`src/hw/rtl/ihx_pkg.sv`:
```
package ihx_pkg;

  // Frame layout offsets (bytes from destination MAC)
  localparam int unsigned ETH_HDR_LEN = 14;
  localparam int unsigned OFF_ETYPE   = 12;
  localparam int unsigned OFF_PROTO   = 23;
  localparam int unsigned OFF_SRC_IP  = 26;
  localparam int unsigned OFF_DST_IP  = 30;
  localparam int unsigned IP_MIN_END  = 34;

  localparam logic [7:0] ETYPE_IP_HI = 8'h08;
  localparam logic [7:0] ETYPE_IP_LO = 8'h00;
  localparam logic [7:0] PROTO_TCP   = 8'd6;
  localparam logic [7:0] PROTO_UDP   = 8'd17;

  localparam int unsigned TCP_HDR_LEN = 20;
  localparam int unsigned UDP_HDR_LEN = 8;

  // Offsets inside the transport header
  localparam logic [3:0] L4_SPORT_HI = 4'd0;
  localparam logic [3:0] L4_SPORT_LO = 4'd1;
  localparam logic [3:0] L4_DPORT_HI = 4'd2;
  localparam logic [3:0] L4_DPORT_LO = 4'd3;
  localparam logic [3:0] L4_DOFF     = 4'd12;
  localparam logic [3:0] L4_FLAGS    = 4'd13;
  localparam int unsigned L4_SPAN    = 14;

  // Queue sizes
  localparam int unsigned REC_DEPTH = 4;
  localparam int unsigned REC_PTR_W = $clog2(REC_DEPTH);
  localparam int unsigned OUT_DEPTH = 2;
  localparam int unsigned OUT_PTR_W = $clog2(OUT_DEPTH);

  typedef enum logic [1:0] {
    TR_NONE = 2'd0,
    TR_TCP  = 2'd1,
    TR_UDP  = 2'd2
  } transport_e;

  // Fields captured from one frame, handed from front to back
  typedef struct packed {
    logic [15:0] len;
    logic        eth_ok;
    logic [31:0] src_ip;
    logic [31:0] dst_ip;
    logic [7:0]  proto;
    logic [6:0]  toff;
    logic [15:0] sport;
    logic [15:0] dport;
    logic [3:0]  doff;
    logic [7:0]  flags;
  } rec_t;

  // One summary as presented on the result ports
  typedef struct packed {
    logic        is_ipv4;
    logic [31:0] src_ip;
    logic [31:0] dst_ip;
    logic [7:0]  ip_protocol;
    transport_e  transport;
    logic [15:0] src_port;
    logic [15:0] dst_port;
    logic [7:0]  tcp_flags;
    logic [15:0] frame_length;
    logic [15:0] payload_length;
  } res_t;

endpackage

```
`src/hw/rtl/ihx_front.sv`:
```
module ihx_front import ihx_pkg::*; (
  input  logic       clk_i,
  input  logic       rst_ni,
  input  logic       accept_i,
  input  logic [7:0] data_byte_i,
  input  logic       last_byte_i,
  output logic       rec_push_o,
  output rec_t       rec_o
);

  logic [15:0] cnt_q, cnt_d, cnt_inc;
  logic        etype_hi_q, etype_hi_d;
  logic        eth_ok_q, eth_ok_d;
  logic [31:0] src_q, src_d, dst_q, dst_d;
  logic [7:0]  proto_q, proto_d;
  logic [6:0]  toff_q, toff_d;
  logic [15:0] sport_q, sport_d, dport_q, dport_d;
  logic [3:0]  doff_q, doff_d;
  logic [7:0]  flags_q, flags_d;
  logic [15:0] rel;
  logic        in_l4;

  // saturating byte counter, length of frame including this beat
  assign cnt_inc = (cnt_q == 16'hFFFF) ? cnt_q : cnt_q + 16'd1;

  always_comb begin
    cnt_d = cnt_q;
    if (accept_i) begin
      cnt_d = last_byte_i ? 16'd0 : cnt_inc;
    end
  end

  // transport offset is known as the IHL byte goes past
  always_comb begin
    toff_d = toff_q;
    if (accept_i && cnt_q == 16'(ETH_HDR_LEN)) begin
      toff_d = 7'(ETH_HDR_LEN) + {1'b0, data_byte_i[3:0], 2'b00};
    end
  end

  assign rel   = cnt_q - {9'd0, toff_d};
  assign in_l4 = (cnt_q >= {9'd0, toff_d}) && (rel < 16'(L4_SPAN));

  // field capture on the fly; the bytes read all lie in this frame
  always_comb begin
    etype_hi_d = etype_hi_q;
    eth_ok_d   = eth_ok_q;
    src_d      = src_q;
    dst_d      = dst_q;
    proto_d    = proto_q;
    sport_d    = sport_q;
    dport_d    = dport_q;
    doff_d     = doff_q;
    flags_d    = flags_q;
    if (accept_i) begin
      if (cnt_q == 16'(OFF_ETYPE)) begin
        etype_hi_d = (data_byte_i == ETYPE_IP_HI);
      end
      if (cnt_q == 16'(OFF_ETYPE + 1)) begin
        eth_ok_d = etype_hi_q && (data_byte_i == ETYPE_IP_LO);
      end
      if (cnt_q == 16'(OFF_PROTO)) begin
        proto_d = data_byte_i;
      end
      if (cnt_q >= 16'(OFF_SRC_IP) && cnt_q < 16'(OFF_SRC_IP + 4)) begin
        src_d = {src_q[23:0], data_byte_i};
      end
      if (cnt_q >= 16'(OFF_DST_IP) && cnt_q < 16'(OFF_DST_IP + 4)) begin
        dst_d = {dst_q[23:0], data_byte_i};
      end
      if (in_l4) begin
        case (rel[3:0])
          L4_SPORT_HI: sport_d = {data_byte_i, sport_q[7:0]};
          L4_SPORT_LO: sport_d = {sport_q[15:8], data_byte_i};
          L4_DPORT_HI: dport_d = {data_byte_i, dport_q[7:0]};
          L4_DPORT_LO: dport_d = {dport_q[15:8], data_byte_i};
          L4_DOFF:     doff_d  = data_byte_i[7:4];
          L4_FLAGS:    flags_d = data_byte_i;
          default: ;
        endcase
      end
    end
  end

  always_ff @(posedge clk_i or negedge rst_ni) begin
    if (!rst_ni) begin
      cnt_q <= '0;
    end else begin
      cnt_q <= cnt_d;
    end
  end

  always_ff @(posedge clk_i) begin
    etype_hi_q <= etype_hi_d;
    eth_ok_q   <= eth_ok_d;
    src_q      <= src_d;
    dst_q      <= dst_d;
    proto_q    <= proto_d;
    toff_q     <= toff_d;
    sport_q    <= sport_d;
    dport_q    <= dport_d;
    doff_q     <= doff_d;
    flags_q    <= flags_d;
  end

  // record built from the next values so the last beat counts
  assign rec_push_o = accept_i && last_byte_i;
  always_comb begin
    rec_o.len    = cnt_inc;
    rec_o.eth_ok = eth_ok_d;
    rec_o.src_ip = src_d;
    rec_o.dst_ip = dst_d;
    rec_o.proto  = proto_d;
    rec_o.toff   = toff_d;
    rec_o.sport  = sport_d;
    rec_o.dport  = dport_d;
    rec_o.doff   = doff_d;
    rec_o.flags  = flags_d;
  end

  a_cnt_restart: assert property (@(posedge clk_i) disable iff (!rst_ni)
    rec_push_o |=> cnt_q == 16'd0)
    else $error("byte counter not restarted after last beat");

endmodule

```
`src/hw/rtl/ihx_rec_fifo.sv`:
```
module ihx_rec_fifo import ihx_pkg::*; (
  input  logic clk_i,
  input  logic rst_ni,
  input  logic push_i,
  input  rec_t wdata_i,
  output logic full_o,
  input  logic pop_i,
  output logic empty_o,
  output rec_t rdata_o
);

  rec_t                 mem_q [REC_DEPTH];
  logic [REC_PTR_W-1:0] wr_q, rd_q;
  logic [REC_PTR_W:0]   cnt_q;
  logic                 do_push, do_pop;

  assign full_o  = (cnt_q == (REC_PTR_W+1)'(REC_DEPTH));
  assign empty_o = (cnt_q == '0);
  assign do_push = push_i && !full_o;
  assign do_pop  = pop_i && !empty_o;
  assign rdata_o = mem_q[rd_q];

  always_ff @(posedge clk_i) begin
    if (do_push) begin
      mem_q[wr_q] <= wdata_i;
    end
  end

  // pointers and fill level
  always_ff @(posedge clk_i or negedge rst_ni) begin
    if (!rst_ni) begin
      wr_q  <= '0;
      rd_q  <= '0;
      cnt_q <= '0;
    end else begin
      if (do_push) wr_q <= wr_q + 1'b1;
      if (do_pop)  rd_q <= rd_q + 1'b1;
      case ({do_push, do_pop})
        2'b10:   cnt_q <= cnt_q + 1'b1;
        2'b01:   cnt_q <= cnt_q - 1'b1;
        default: cnt_q <= cnt_q;
      endcase
    end
  end

  a_level: assert property (@(posedge clk_i) disable iff (!rst_ni)
    cnt_q <= (REC_PTR_W+1)'(REC_DEPTH))
    else $error("record queue level out of range");

  a_no_underflow: assert property (@(posedge clk_i) disable iff (!rst_ni)
    !(pop_i && empty_o))
    else $error("record queue popped while empty");

endmodule

```
`src/hw/rtl/ihx_back.sv`:
```
module ihx_back import ihx_pkg::*; (
  input  logic clk_i,
  input  logic rst_ni,
  input  logic rec_empty_i,
  input  rec_t rec_i,
  output logic rec_pop_o,
  input  logic pop_i,
  output logic empty_o,
  output res_t res_o
);

  res_t                 oq_q [OUT_DEPTH];
  logic [OUT_PTR_W-1:0] wr_q, rd_q;
  logic [OUT_PTR_W:0]   cnt_q;
  logic                 do_pop;
  res_t                 res;
  logic [16:0]          len_x, toff_x;
  logic [7:0]           used;
  logic                 ipv4, tcp_fit, udp_fit;

  // take a record whenever the result queue has room
  assign rec_pop_o = !rec_empty_i && (cnt_q != (OUT_PTR_W+1)'(OUT_DEPTH));
  assign do_pop    = pop_i && !empty_o;
  assign empty_o   = (cnt_q == '0);
  assign res_o     = oq_q[rd_q];

  // classify and size the frame
  assign len_x   = {1'b0, rec_i.len};
  assign toff_x  = {10'd0, rec_i.toff};
  assign used    = {1'b0, rec_i.toff} + {2'b00, rec_i.doff, 2'b00};
  assign ipv4    = rec_i.eth_ok && (rec_i.len >= 16'(IP_MIN_END));
  assign tcp_fit = (rec_i.proto == PROTO_TCP) && (toff_x + 17'(TCP_HDR_LEN) <= len_x);
  assign udp_fit = (rec_i.proto == PROTO_UDP) && (toff_x + 17'(UDP_HDR_LEN) <= len_x);

  always_comb begin
    res = '0;
    res.transport = TR_NONE;
    if (ipv4) begin
      res.is_ipv4     = 1'b1;
      res.src_ip      = rec_i.src_ip;
      res.dst_ip      = rec_i.dst_ip;
      res.ip_protocol = rec_i.proto;
      if (tcp_fit) begin
        res.transport      = TR_TCP;
        res.src_port       = rec_i.sport;
        res.dst_port       = rec_i.dport;
        res.tcp_flags      = rec_i.flags;
        res.frame_length   = rec_i.len;
        res.payload_length = (rec_i.len > {8'd0, used}) ? rec_i.len - {8'd0, used} : 16'd0;
      end else if (udp_fit) begin
        res.transport      = TR_UDP;
        res.src_port       = rec_i.sport;
        res.dst_port       = rec_i.dport;
        res.frame_length   = rec_i.len;
        res.payload_length = rec_i.len - {9'd0, rec_i.toff} - 16'(UDP_HDR_LEN);
      end
    end
  end

  always_ff @(posedge clk_i) begin
    if (rec_pop_o) begin
      oq_q[wr_q] <= res;
    end
  end

  // result queue pointers and level
  always_ff @(posedge clk_i or negedge rst_ni) begin
    if (!rst_ni) begin
      wr_q  <= '0;
      rd_q  <= '0;
      cnt_q <= '0;
    end else begin
      if (rec_pop_o) wr_q <= wr_q + 1'b1;
      if (do_pop)    rd_q <= rd_q + 1'b1;
      case ({rec_pop_o, do_pop})
        2'b10:   cnt_q <= cnt_q + 1'b1;
        2'b01:   cnt_q <= cnt_q - 1'b1;
        default: cnt_q <= cnt_q;
      endcase
    end
  end

  a_transport_needs_ip: assert property (@(posedge clk_i) disable iff (!rst_ni)
    (!empty_o && res_o.transport != TR_NONE) |-> res_o.is_ipv4)
    else $error("transport reported on a non-IPv4 frame");

  a_out_level: assert property (@(posedge clk_i) disable iff (!rst_ni)
    cnt_q <= (OUT_PTR_W+1)'(OUT_DEPTH))
    else $error("result queue level out of range");

endmodule

```
`src/hw/rtl/ipv4_l4_header_extractor.sv`:
```
// Ethernet / IPv4 / TCP-UDP header extractor.
//
// Input queue: one frame byte per beat on data_byte_i, last_byte_i high on
// the final byte. A beat is taken on a clock edge with push high and full
// low. Bytes are accepted every cycle while full is low; full rises only
// when the internal queue of four parsed frames has filled behind a stalled
// receiver. Result queue: one summary per frame, valid while empty is low,
// taken on an edge with pop high. The summary is registered first in the
// frame queue and then in the result queue, and one summary per cycle can be
// drained, so frames of any length run at one byte per cycle if pop keeps up.
// Header fields are captured as the bytes stream past, so no frame buffer is
// read back; length and transport checks are done on the way out.
// Reset clears the byte counter and both queues; no clearing pass is needed.
// When the receiver stalls, up to two summaries wait in the result queue and
// four more in the frame queue before full is raised.
module ipv4_l4_header_extractor import ihx_pkg::*; (
  input  logic        clk_i,
  input  logic        rst_ni,
  input  logic        push,
  output logic        full,
  input  logic [7:0]  data_byte_i,
  input  logic        last_byte_i,
  output logic        empty,
  input  logic        pop,
  output logic        is_ipv4_o,
  output logic [31:0] src_ip_o,
  output logic [31:0] dst_ip_o,
  output logic [7:0]  ip_protocol_o,
  output logic [1:0]  transport_o,
  output logic [15:0] src_port_o,
  output logic [15:0] dst_port_o,
  output logic [7:0]  tcp_flags_o,
  output logic [15:0] frame_length_o,
  output logic [15:0] payload_length_o
);

  logic accept;
  logic rec_push, rec_pop, rec_empty;
  rec_t rec_w, rec_r;
  res_t res;

  assign accept = push && !full;

  ihx_front u_front (
    .clk_i       (clk_i),
    .rst_ni      (rst_ni),
    .accept_i    (accept),
    .data_byte_i (data_byte_i),
    .last_byte_i (last_byte_i),
    .rec_push_o  (rec_push),
    .rec_o       (rec_w)
  );

  ihx_rec_fifo u_rec_fifo (
    .clk_i   (clk_i),
    .rst_ni  (rst_ni),
    .push_i  (rec_push),
    .wdata_i (rec_w),
    .full_o  (full),
    .pop_i   (rec_pop),
    .empty_o (rec_empty),
    .rdata_o (rec_r)
  );

  ihx_back u_back (
    .clk_i       (clk_i),
    .rst_ni      (rst_ni),
    .rec_empty_i (rec_empty),
    .rec_i       (rec_r),
    .rec_pop_o   (rec_pop),
    .pop_i       (pop),
    .empty_o     (empty),
    .res_o       (res)
  );

  // result fields out
  assign is_ipv4_o        = res.is_ipv4;
  assign src_ip_o         = res.src_ip;
  assign dst_ip_o         = res.dst_ip;
  assign ip_protocol_o    = res.ip_protocol;
  assign transport_o      = res.transport;
  assign src_port_o       = res.src_port;
  assign dst_port_o       = res.dst_port;
  assign tcp_flags_o      = res.tcp_flags;
  assign frame_length_o   = res.frame_length;
  assign payload_length_o = res.payload_length;

endmodule
```
`config.mk`:
```
export PLATFORM = sky130hd
export DESIGN_NAME = ipv4_l4_header_extractor
export DESIGN_NICKNAME = d
export VERILOG_FILES = /design/src/hw/rtl/ihx_pkg.sv /design/src/hw/rtl/ihx_front.sv /design/src/hw/rtl/ihx_rec_fifo.sv /design/src/hw/rtl/ihx_back.sv /design/src/hw/rtl/ipv4_l4_header_extractor.sv
export SDC_FILE = /design/constraint.sdc
export NUM_CORES = 1
export LEC_CHECK = 0
export BUFFER_PORTS_ARGS = -buffer_cell sky130_fd_sc_hd__buf_2
export CORE_MARGIN = 2
export CORE_UTILIZATION = 45
export CTS_CLUSTER_DIAMETER = 40
export DETAILED_ROUTE_END_ITERATION = 8
export MAX_ROUTING_LAYER = met4
export PLACE_DENSITY = 0.6
export SETUP_SLACK_MARGIN = 0.4
export SYNTH_ARGS = -nofsm -noshare
export SYNTH_HDL_FRONTEND = slang
export SYNTH_HIERARCHICAL = 1
export SYNTH_SLANG_ARGS = --single-unit
```
`constraint.sdc`:
```
create_clock -name clk_i -period 7.6 [get_ports clk_i]
set_input_delay 0.38 -clock clk_i [delete_from_list [all_inputs] [get_ports clk_i]]
set_output_delay 0.38 -clock clk_i [all_outputs]
set_load 0.005 [all_outputs]
```
Word-level counts from Yosys, hierarchy flattened. Memories as Yosys holds them, arrays and structs flattened. Cells that the tools add are included.

Reduce and logical (&&, ||, !) cells: 24. Order comparisons: 10. Equal/unequal tests: 19. Muxes and demuxes: 36. $add $sub $neg: 17.

Operator list (number): $mux W32 (6); $mux W147 (1); $mux W16 (7); $mux W34 (2); $pmux W16 S2 (2); $eq A16 B4 Y1 const B (3); $mux W8 (6); $le A17 B16 Y1 (2); $ge A16 B5 Y1 const B (2); $sub A16 B7 Y16 (2); $add A16 B1 Y16 const B (1); $eq A16 B16 Y1 const B (1); $eq A16 B5 Y1 const B (1); $ge A16 B6 Y1 const B (1); $ge A16 B7 Y1 (1); $gt A16 B8 Y1 (1); $lt A16 B4 Y1 const B (1); $lt A16 B5 Y1 const B (1); $lt A16 B6 Y1 const B (1); $sub A16 B4 Y16 const B (1); $sub A16 B8 Y16 (1); $logic_and A1 B1 Y1 (14); $mux W4 (3); $add A7 B4 Y8 const B (1); other kinds (29) (44).

Input port bits: 13. Output and inout port bits: 149. Flip-flop bits (word level): 152. Memories kept: 2. RAM bits: 854.

Memories: u_rec_fifo.mem_q (words 4, bits a word 140, rd ports 1, clocked after memory_dff 0, write ports 1, line ihx_rec_fifo.sv:12) `rec_t mem_q [REC_DEPTH];`; u_back.oq_q (words 2, bits a word 147, rd ports 1, clocked after memory_dff 0, write ports 1, line ihx_back.sv:12) `res_t oq_q [OUT_DEPTH];`.

Depth between registers and ports, before layout. Gate-level depths: netlist (run 1).

Depth in word-level cells: 10. Depth in mapped cells: 21. Gate-level depth less buffers: 17.

Hierarchy. The synthesis (run 1) kept the hierarchy.

Modules (own cells, without submodules): ihx_rec_fifo (area an instance 20599.8 um^2, times used 1, cells each 769); ihx_back (area an instance 13571.8 um^2, times used 1, cells each 896); ihx_front (area an instance 5921.9 um^2, times used 1, cells each 529); ipv4_l4_header_extractor (area an instance 13.8 um^2, times used 1, cells each 1).

Worst setup path before layout (run 1). OpenSTA, ideal clock, no wires.

Kind: flip-flop to flip-flop. From: reg u_rec_fifo.cnt_q[0]. To: mem u_back/oq_q[0][0] (netlist name) (enable). Data arrival time: 6.767 ns. Clock period less this slack: 7.422 ns. Cell stages (with the launch flop): 4. Setup time: 0.655 ns. Slack: 0.178 ns. Cells stage by stage: dfrtp_1 > nor3_1 > a21o_1 > nor2_1.

Cells in the longest elaborated chain, start to end: 5.

Ends and longest elaborated chain: start, declared (line ihx_rec_fifo.sv:14) `logic [REC_PTR_W:0] cnt_q;`; start signal, assigned (line ihx_rec_fifo.sv:39) `2'b10: cnt_q <= cnt_q + 1'b1;`; start signal, assigned (line ihx_rec_fifo.sv:40) `2'b01: cnt_q <= cnt_q - 1'b1;`; start signal, assigned (line ihx_rec_fifo.sv:41) `default: cnt_q <= cnt_q;`; $logic_not A3 Y1 (line ihx_rec_fifo.sv:18) `assign empty_o = (cnt_q == '0);`; named net rec_empty (line ipv4_l4_header_extractor.sv:38) `logic rec_push, rec_pop, rec_empty;`; $logic_not A1 Y1 (line ihx_back.sv:22) `assign rec_pop_o = !rec_empty_i && (cnt_q != (OUT_PTR_W+1)'(OUT_DEPTH));`; $logic_and A1 B1 Y1 (line ihx_back.sv:22); $mux W1 (line ihx_back.sv:61) `if (rec_pop_o) begin`; $mux W1 (not written as such) (line ihx_back.sv:62) `oq_q[wr_q] <= res;`; end, declared (line ihx_back.sv:12).

The timed path passes the listed nets, and every way through them passes these cells.

==> results of run 1 <==
==> layer usage <==
| layer | part of all wire [%] | vias to the layer above | track usage, % |
|---|---|---|---|
| met3 | 4.8 | 173 | 3.423 |
| met1 | 42 | 10410 | 23.88 |
| met2 | 51 | 473 | 31.72 |
| met5 | 0 | - | - |
| li1 | - | 9062 | - |
| met4 | 2.8 | 0 | 6.990 |
==> area by class of cell <==
cell class	instances	area, sq um	area share (%)
Sequential cell	1006	28840	62.07
Multi-Input combinational cell	1027	10560	22.73
Clock buffer	166	3542	7.623
Tap cell	1165	1458	3.137
Timing Repair Buffer	183	1026	2.208
Clock inverter	74	802.0	1.726
Inverter	60	227.7	0.4901
Antenna cell	3	7.507	0.01616
==> through the flow <==
step | total power [W] | utilization (%)
after floorplan | 0.01291 | -
after global placement | 0.01498 | 47.63
after detailed placement | 0.01512 | 47.63
after CTS | 0.02121 | 52.57
after global routing | 0.02204 | 52.58
final | 0.02086 | 52.58
==> sequential cells by signal, indices dropped and copies added, names as in the netlist, 16 cells and up <==
register	cells
u_back/oq_q	294
u_front/dst_q	32
u_front/sport_q	16
u_front/src_q	32
u_front/cnt_q	16
u_front/dport_q	16
u_rec_fifo/mem_q	560
==> cells by family (layout without fill, tap and decap cells) <==
kind of cell | count (synthesis) | after routing | share of synthesized area, %
and+or+nand+nor | 356 | 356 | 5.129
xor gates and xnor gates | 45 | 45 | 0.9827
buffers and inverters | 162 | 483 | 1.856
AOI/OAI and AO/OA | 156 | 156 | 2.733
DFF | 1006 | 1006 | 71.89
other | 0 | 3 | 0
muxes | 406 | 406 | 15.32
adders and majority gates | 64 | 64 | 2.090
==> cell usage after synthesis (all sizes together), types with 10 or more instances <==
cell / n
edfxtp: 855
mux2: 263
mux4: 140
dfxtp: 124
and2: 90
inv: 60
ha: 59
and3: 58
clkbuf: 56
nand2: 55
buf: 46
nor2: 42
o21ai: 37
a21oi: 32
xnor2: 28
dfrtp: 27
nand3: 19
xor2: 17
nor2b: 15
nor3: 15
nand4: 12
a21o: 10
a22o: 10
nand2b: 10
==> repair_timing <==
action / 4_1_cts / 5_1_grt
endpoints found under the setup margin: 0 / 0
setup buffers: 0 / 0
hold buffers: 2 / 0
endpoints found under the hold margin: 28 / 0
==> how the worst min path moves through the flow <==
stage	startpoint	depth (start not counted)	to	slack [ps]
finish	push	3	u_front/cnt_q[2]	130
global route	push	3	u_front/cnt_q[2]	130
CTS	push	3	u_front/cnt_q[2]	70
detailed placement	rst_ni	1	u_back/rd_q	450
global placement	rst_ni	1	u_back/rd_q	450
floorplan	rst_ni	0	u_back/cnt_q[0]	80
==> worst max-delay path: cells and delay by family, from the launching register on <==
kind | cells | cell delay (ps)
AO/OA/AOI/OAI | 3 | 1040
multiplexers | 1 | 460
buffers and inverters | 1 | 290
flip-flops | 1 | 410
adder cells (fa/ha/maj) | 2 | 670
AND/OR/NAND/NOR | 10 | 3220
==> power by group <==
part	internal (W)	leakage, nW	switching, W
Sequential	0.00784	9.48	0.000442
Clock	0.00371	2.09	0.00230
Combinational	0.00279	5.21	0.00378
Total	0.0143	16.8	0.00652
==> summary.md, run 1 <==
| Metric | Value |
|---|---|
| H-Tree Depth | 4 |
| Commonest cells after routing, fill and taps aside | edfxtp_1 (855), mux2_2 (263), buf_2 (161), mux4_2 (140), clkbuf_16 (133) |
| Setup tns final | 0 ps |
| Synth Flop Type | edfxtp_1 |
| Tot GR Track Use | 19.22% |
| Run status | finished, final reports clean |
| CP arrival | 6800 ps |
| Latest clock arrival within the worst-skew pair | 710 ps |
| Clk slew on worst S/H paths | 50 ps |
| # fillers | 7068 |
| Cells after DPL | 3439 |
| Max stage delay on crit path | 690 ps |
| YS warnings | 6 |
| IO Count | 162 |
| Worst Setup EP | u_rec_fifo/mem_q[0][15] |
| Deepest clock path buffer count | 3 |
| First-pass GRT wire length | 127000 um |
| Worst hold slack | 125.4 ps |
| Largest net degree at the start of global routing | 138 |
| Endpoint type of the worst setup path | flop |
| Share of the synthesized area in the top cell type | 64.01% |
| Post-route clock period utilization | 83.84% |
| Die area | 0.09153 sq mm |
| RSZ-0062 raised after global routing | false |
| Power per cell area | 448.8 mW/mm^2 |
| Max cap viols | 0 |
| Register bit total from synthesis | 1006 |
| Via density | 5.461 |
| Routed Antenna Nets | 0 |
| Worst flop-to-flop path endpoint | u_rec_fifo/mem_q[0][15] |
| Async S/R FF share, synth | 2.684% |
| Design Area, Final | 0.04647 sq mm |
| Final setup viols | 0 |
| CP startpoint | u_rec_fifo/cnt_q[2] |
| TritonCTS Buffers | 131 |
| Syn avg cell area | 18.27 sq um |
| Fmax | 156.9 MHz |
| Layout cells sized above 1 | 33.07% |
| Crit path top cell by count | nand2_1 |
| EDFF count, synth | 855 |
| Die height | 302.5 um |
| Critical path's slowest cell | a2111oi_4 |
| Post-Synthesis Cells | 2195 |
| Nets | 2486 |
| Final std cells w/o fill | 3684 |
| Slew @ Worst Pin | 1160 ps |
| Worst Clk Skew | 32.15 ps |
| Sequential fraction of the synthesis area | 71.89% |
| RR Startpoint | u_rec_fifo/cnt_q[2] |
| Leak Pwr | 16.78 nW |
| CTS sink cnt | 1006 |
| Flop2flop setup slack | 1230 ps |
| Clock Tree Root | clkbuf_16 |
| WP data required | 8030 ps |
| WL final | 83930 um |
| Initial antenna violation count | 8 |
| Area growth syn-to-layout | 15.86% |
| Setup crit start kind | flop |
| Cell area after synthesis | 0.04011 sq mm |
| Starting density of the core | 45.38% |
| Total grt overflow | 0 |
| DR vias | 20120 |
| Top post-synthesis cells by area | edfxtp_1 (64%), mux4_2 (7.9%), mux2_2 (7.4%), dfxtp_1 (6.2%), ha_1 (1.8%) |
| CTS tree | yes |
| Core ar. | 0.08837 sq mm |
| Buffers on Ports | 161 |
| DRT iter0 DRCs | 1284 |
| Mapped Nets | 2272 |
| DRC Markers | 0 |
| Per-cell routed wire length | 22.78 um |
| Maximum vdd drop | 259.5 uV |
| Worst setup path class | flop to flop |
| Number of iterations in the first detailed-routing pass | 6 |
| Relative slew slack | 22.66% |
| Placed cell area | 0.04210 sq mm |
| HPWL Detailed | 50040 um |
| Synth unique cells | 83 |
| Final Max Slew Viols | 0 |
| Type of the worst min-delay path | input port to flop |
| Post-route setup slack | 1228 ps |
| Vias in the first global route | 21220 |
| Final hold violation count | 0 |
| Dpl ws | 1283 ps |
| Post-CTS Resized | 0 |
| FP Rows | 109 |
| Worst Path Max Fanout | 13 |
| R2R depth | 17 |
| Most area-hungry cell type in the Yosys netlist | edfxtp_1 |
| Commonest non-fill, non-tap cell in the layout | edfxtp_1 |
| Routability cong. | 0.8091 |
| Final worst path period need | 6372 ps |
| Die W | 302.5 um |
| CP cell instances | nor3b_1 -> nor2b_4 -> inv_1 -> or3_1 -> nor4_1 -> nor4b_2 -> nand2_1 -> and2_1 -> ha_1 -> fa_1 -> nand2b_1 -> a21o_1 -> nand2_1 -> o21ai_0 -> a2111oi_4 -> nand4b_2 -> mux2_2 |
No activity file was read; power rests on OpenSTA's default activity.
==> run 2: changes to the inputs <==
Clock period 7.6 ns to 5.3 ns, I/O delays scaled along.
==> summary.md, run 2 (synthesis results as in run 1) <==
| Metric | Value |
|---|---|
| Per-cell routed wire length | 22.95 um (+0.72%) |
| Final core occ | 53.58% (+1.0 points) |
| CP arrival | 5170 ps (-1630 ps) |
| R2R depth | 19 (+2) |
| Setup crit start kind | flop |
| Flop2flop setup slack | 580 ps (-650 ps) |
| IO Count | 162 (unchanged) |
| WP data required | 5750 ps (-2280 ps) |
| # fillers | 7002 (-0.93%) |
| Max cap viols | 0 (unchanged) |
| H-Tree Depth | 4 (unchanged) |
| Worst Clk Skew | 27.36 ps (-4.790 ps) |
| FP Rows | 109 (unchanged) |
| Routability cong. | 0.8112 (+0.26%) |
| Latest clock arrival within the worst-skew pair | 720 ps (about the same) |
| Leak Pwr | 17.17 nW (+2.3%) |
| Type of the worst min-delay path | input port to flop |
| RSZ-0062 raised after global routing | true |
| Register ranked first by flip-flop count | u_rec_fifo/mem_q |
| TritonCTS Buffers | 130 (-0.76%) |
| Final std cells w/o fill | 3723 (+1.1%) |
| Area growth syn-to-layout | 18.06% |
| Worst Setup EP | u_rec_fifo/mem_q[1][16] |
| Commonest non-fill, non-tap cell in the layout | edfxtp_1 |
| CTS sink cnt | 1006 (unchanged) |
| Via density | 5.437 (-0.44%) |
| DRT iter0 DRCs | 1350 (+5.1%) |
| Clock Tree Root | clkbuf_16 |
| CTS tree | yes |
| Buffers on Ports | 161 (unchanged) |
| Fmax | 211.7 MHz (+35%) |
| Relative slew slack | 25.79% (+3.1 points) |
| First-pass GRT wire length | 128600 um (+1.2%) |
| DRC Markers | 0 (unchanged) |
| Die W | 302.5 um (unchanged) |
| Clk slew on worst S/H paths | 60 ps (about the same) |
| Starting density of the core | 45.38% (unchanged) |
| Routed Antenna Nets | 0 (unchanged) |
| Worst flop-to-flop path endpoint | u_rec_fifo/mem_q[1][16] |
| Largest registers | u_rec_fifo/mem_q x560, u_back/oq_q x294 |
| WL final | 85430 um (+1.8%) |
| Maximum vdd drop | 456.2 uV (+76%) |
| Deepest clock path buffer count | 3 (unchanged) |
| Multi-input gate area | 0.01087 sq mm (+2.9%) |
| Endpoint type of the worst setup path | flop |
| Cells after DPL | 3461 (+0.64%) |
| Core ar. | 0.08837 sq mm (unchanged) |
| Tot GR Track Use | 19.49% (+0.27 points) |
| Vias in the first global route | 21350 (+0.63%) |
| DR vias | 20240 (+0.61%) |
| HPWL Detailed | 52220 um (+4.4%) |
| Worst Path Max Fanout | 8 (-5) |
| Largest net degree at the start of global routing | 99 (-28%) |
| Power per cell area | 641.5 mW/mm^2 (+43%) |
| Total grt overflow | 0 (unchanged) |
| Initial antenna violation count | 5 (-3) |
| Setup tns final | 0 ps (unchanged) |
| Layout cells sized above 1 | 35.66% (+2.6 points) |
| Commonest cells after routing, fill and taps aside | edfxtp_1 (855), mux2_2 (258), buf_2 (161), mux4_2 (140), clkbuf_16 (134) |
| Worst hold slack | 120.6 ps (-4.781 ps) |
| Worst setup path class | flop to flop |
| Sequential cell area | 0.02885 sq mm (about the same) |
| Final setup viols | 0 (unchanged) |
| Nets | 2527 (+1.6%) |
| RR Startpoint | u_rec_fifo/cnt_q[2] |
| Final hold violation count | 0 (unchanged) |
| Final Max Slew Viols | 0 (unchanged) |
| Power after layout | 0.03037 W (+46%) |
| Run status | finished, final reports clean |
| Number of iterations in the first detailed-routing pass | 5 (-1) |
| Max reg flops | 560 (unchanged) |
| CP startpoint | u_rec_fifo/cnt_q[2] |
| Final worst path period need | 4724 ps (-1648 ps) |
| Post-route clock period utilization | 89.13% (+5.3 points) |
| Die height | 302.5 um (unchanged) |
| Die area | 0.09153 sq mm (unchanged) |
| Slew @ Worst Pin | 1109 ps (-50.91 ps) |
## run 2: cell count changes in the layout (fill, tap and decap cells not counted), moves of 5 or more
cell      delta
buf_12      +10
buf_4       +26
buf_6        +5
clkinv_1     -7
ha_1         -6
ha_4         +6
mux2_2       -5
mux2_4       +5
## run 2: final cells by class
| class | count | share of cell area, % |
|---|---|---|
| Sequential cell | 1006 | 60.92 |
| Timing Repair Buffer | 225 | 3.142 |
| Clock inverter | 69 | 1.839 |
| Clock buffer | 165 | 7.560 |
| Tap cell | 1165 | 3.078 |
| Inverter | 60 | 0.4809 |
| Antenna cell | 6 | 0.03171 |
| Multi-Input combinational cell | 1027 | 22.95 |
## run 2: worst max-delay path, cell delays in order, from the launching register on
cell       delay [ps]
dfrtp_1           370
nor3b_4           160
nor2b_4           150
inv_2              50
or3_4             340
nor4_4            310
nor4b_4           340
nand2_4           130
buf_6             160
nand2_2            60
o21a_1            160
ha_4              230
o21ai_4           120
a21o_1            180
nand2_2            70
a211o_1           280
a2111oi_4         430
buf_6             220
nand4b_4          260
mux2_2            410
## run 2: routing by layer
layer	GRT usage [%]	wire, um	vias to the layer above
li1	-	-	9148
met1	24.60	36390	10540
met2	32.03	43430	442
met3	3.659	3805	116
met4	6.122	1797	0
met5	-	0	-
## run 2: how the worst min path moves through the flow
stage               slack (ps)                to  startpoint  depth (start not counted)
finish                     120  u_front/cnt_q[2]        push                          4
global route               110  u_front/cnt_q[2]        push                          4
CTS                         90  u_front/cnt_q[2]        push                          4
detailed placement         350       u_back/rd_q      rst_ni                          1
global placement           350       u_back/rd_q      rst_ni                          1
floorplan                  -30   u_back/cnt_q[0]      rst_ni                          0
## run 2: metrics by stage
stage | area (sq um) | worst slack [ps]
global route | 47340 | 332.7
floorplan | 40230 | 416.9
global placement | 42460 | 75.99
detailed placement | 42460 | 33.03
CTS | 47030 | 432.2
finish | 47350 | 575.9
## run 2: power breakdown
part / internal, W / switching, W
registers: 0.0112 / 0.000463
logic: 0.00420 / 0.00564
clock network: 0.00552 / 0.00331
## run 2: what timing repair did
item | in CTS | in global routing
buffers inserted | 6 | 13
setup endpoints to repair | 220 | 231
pin swaps | 5 | 18
hold buffers | 3 | 0
gates resized for setup | 12 | 39
endpoints found under the hold margin | 30 | 0
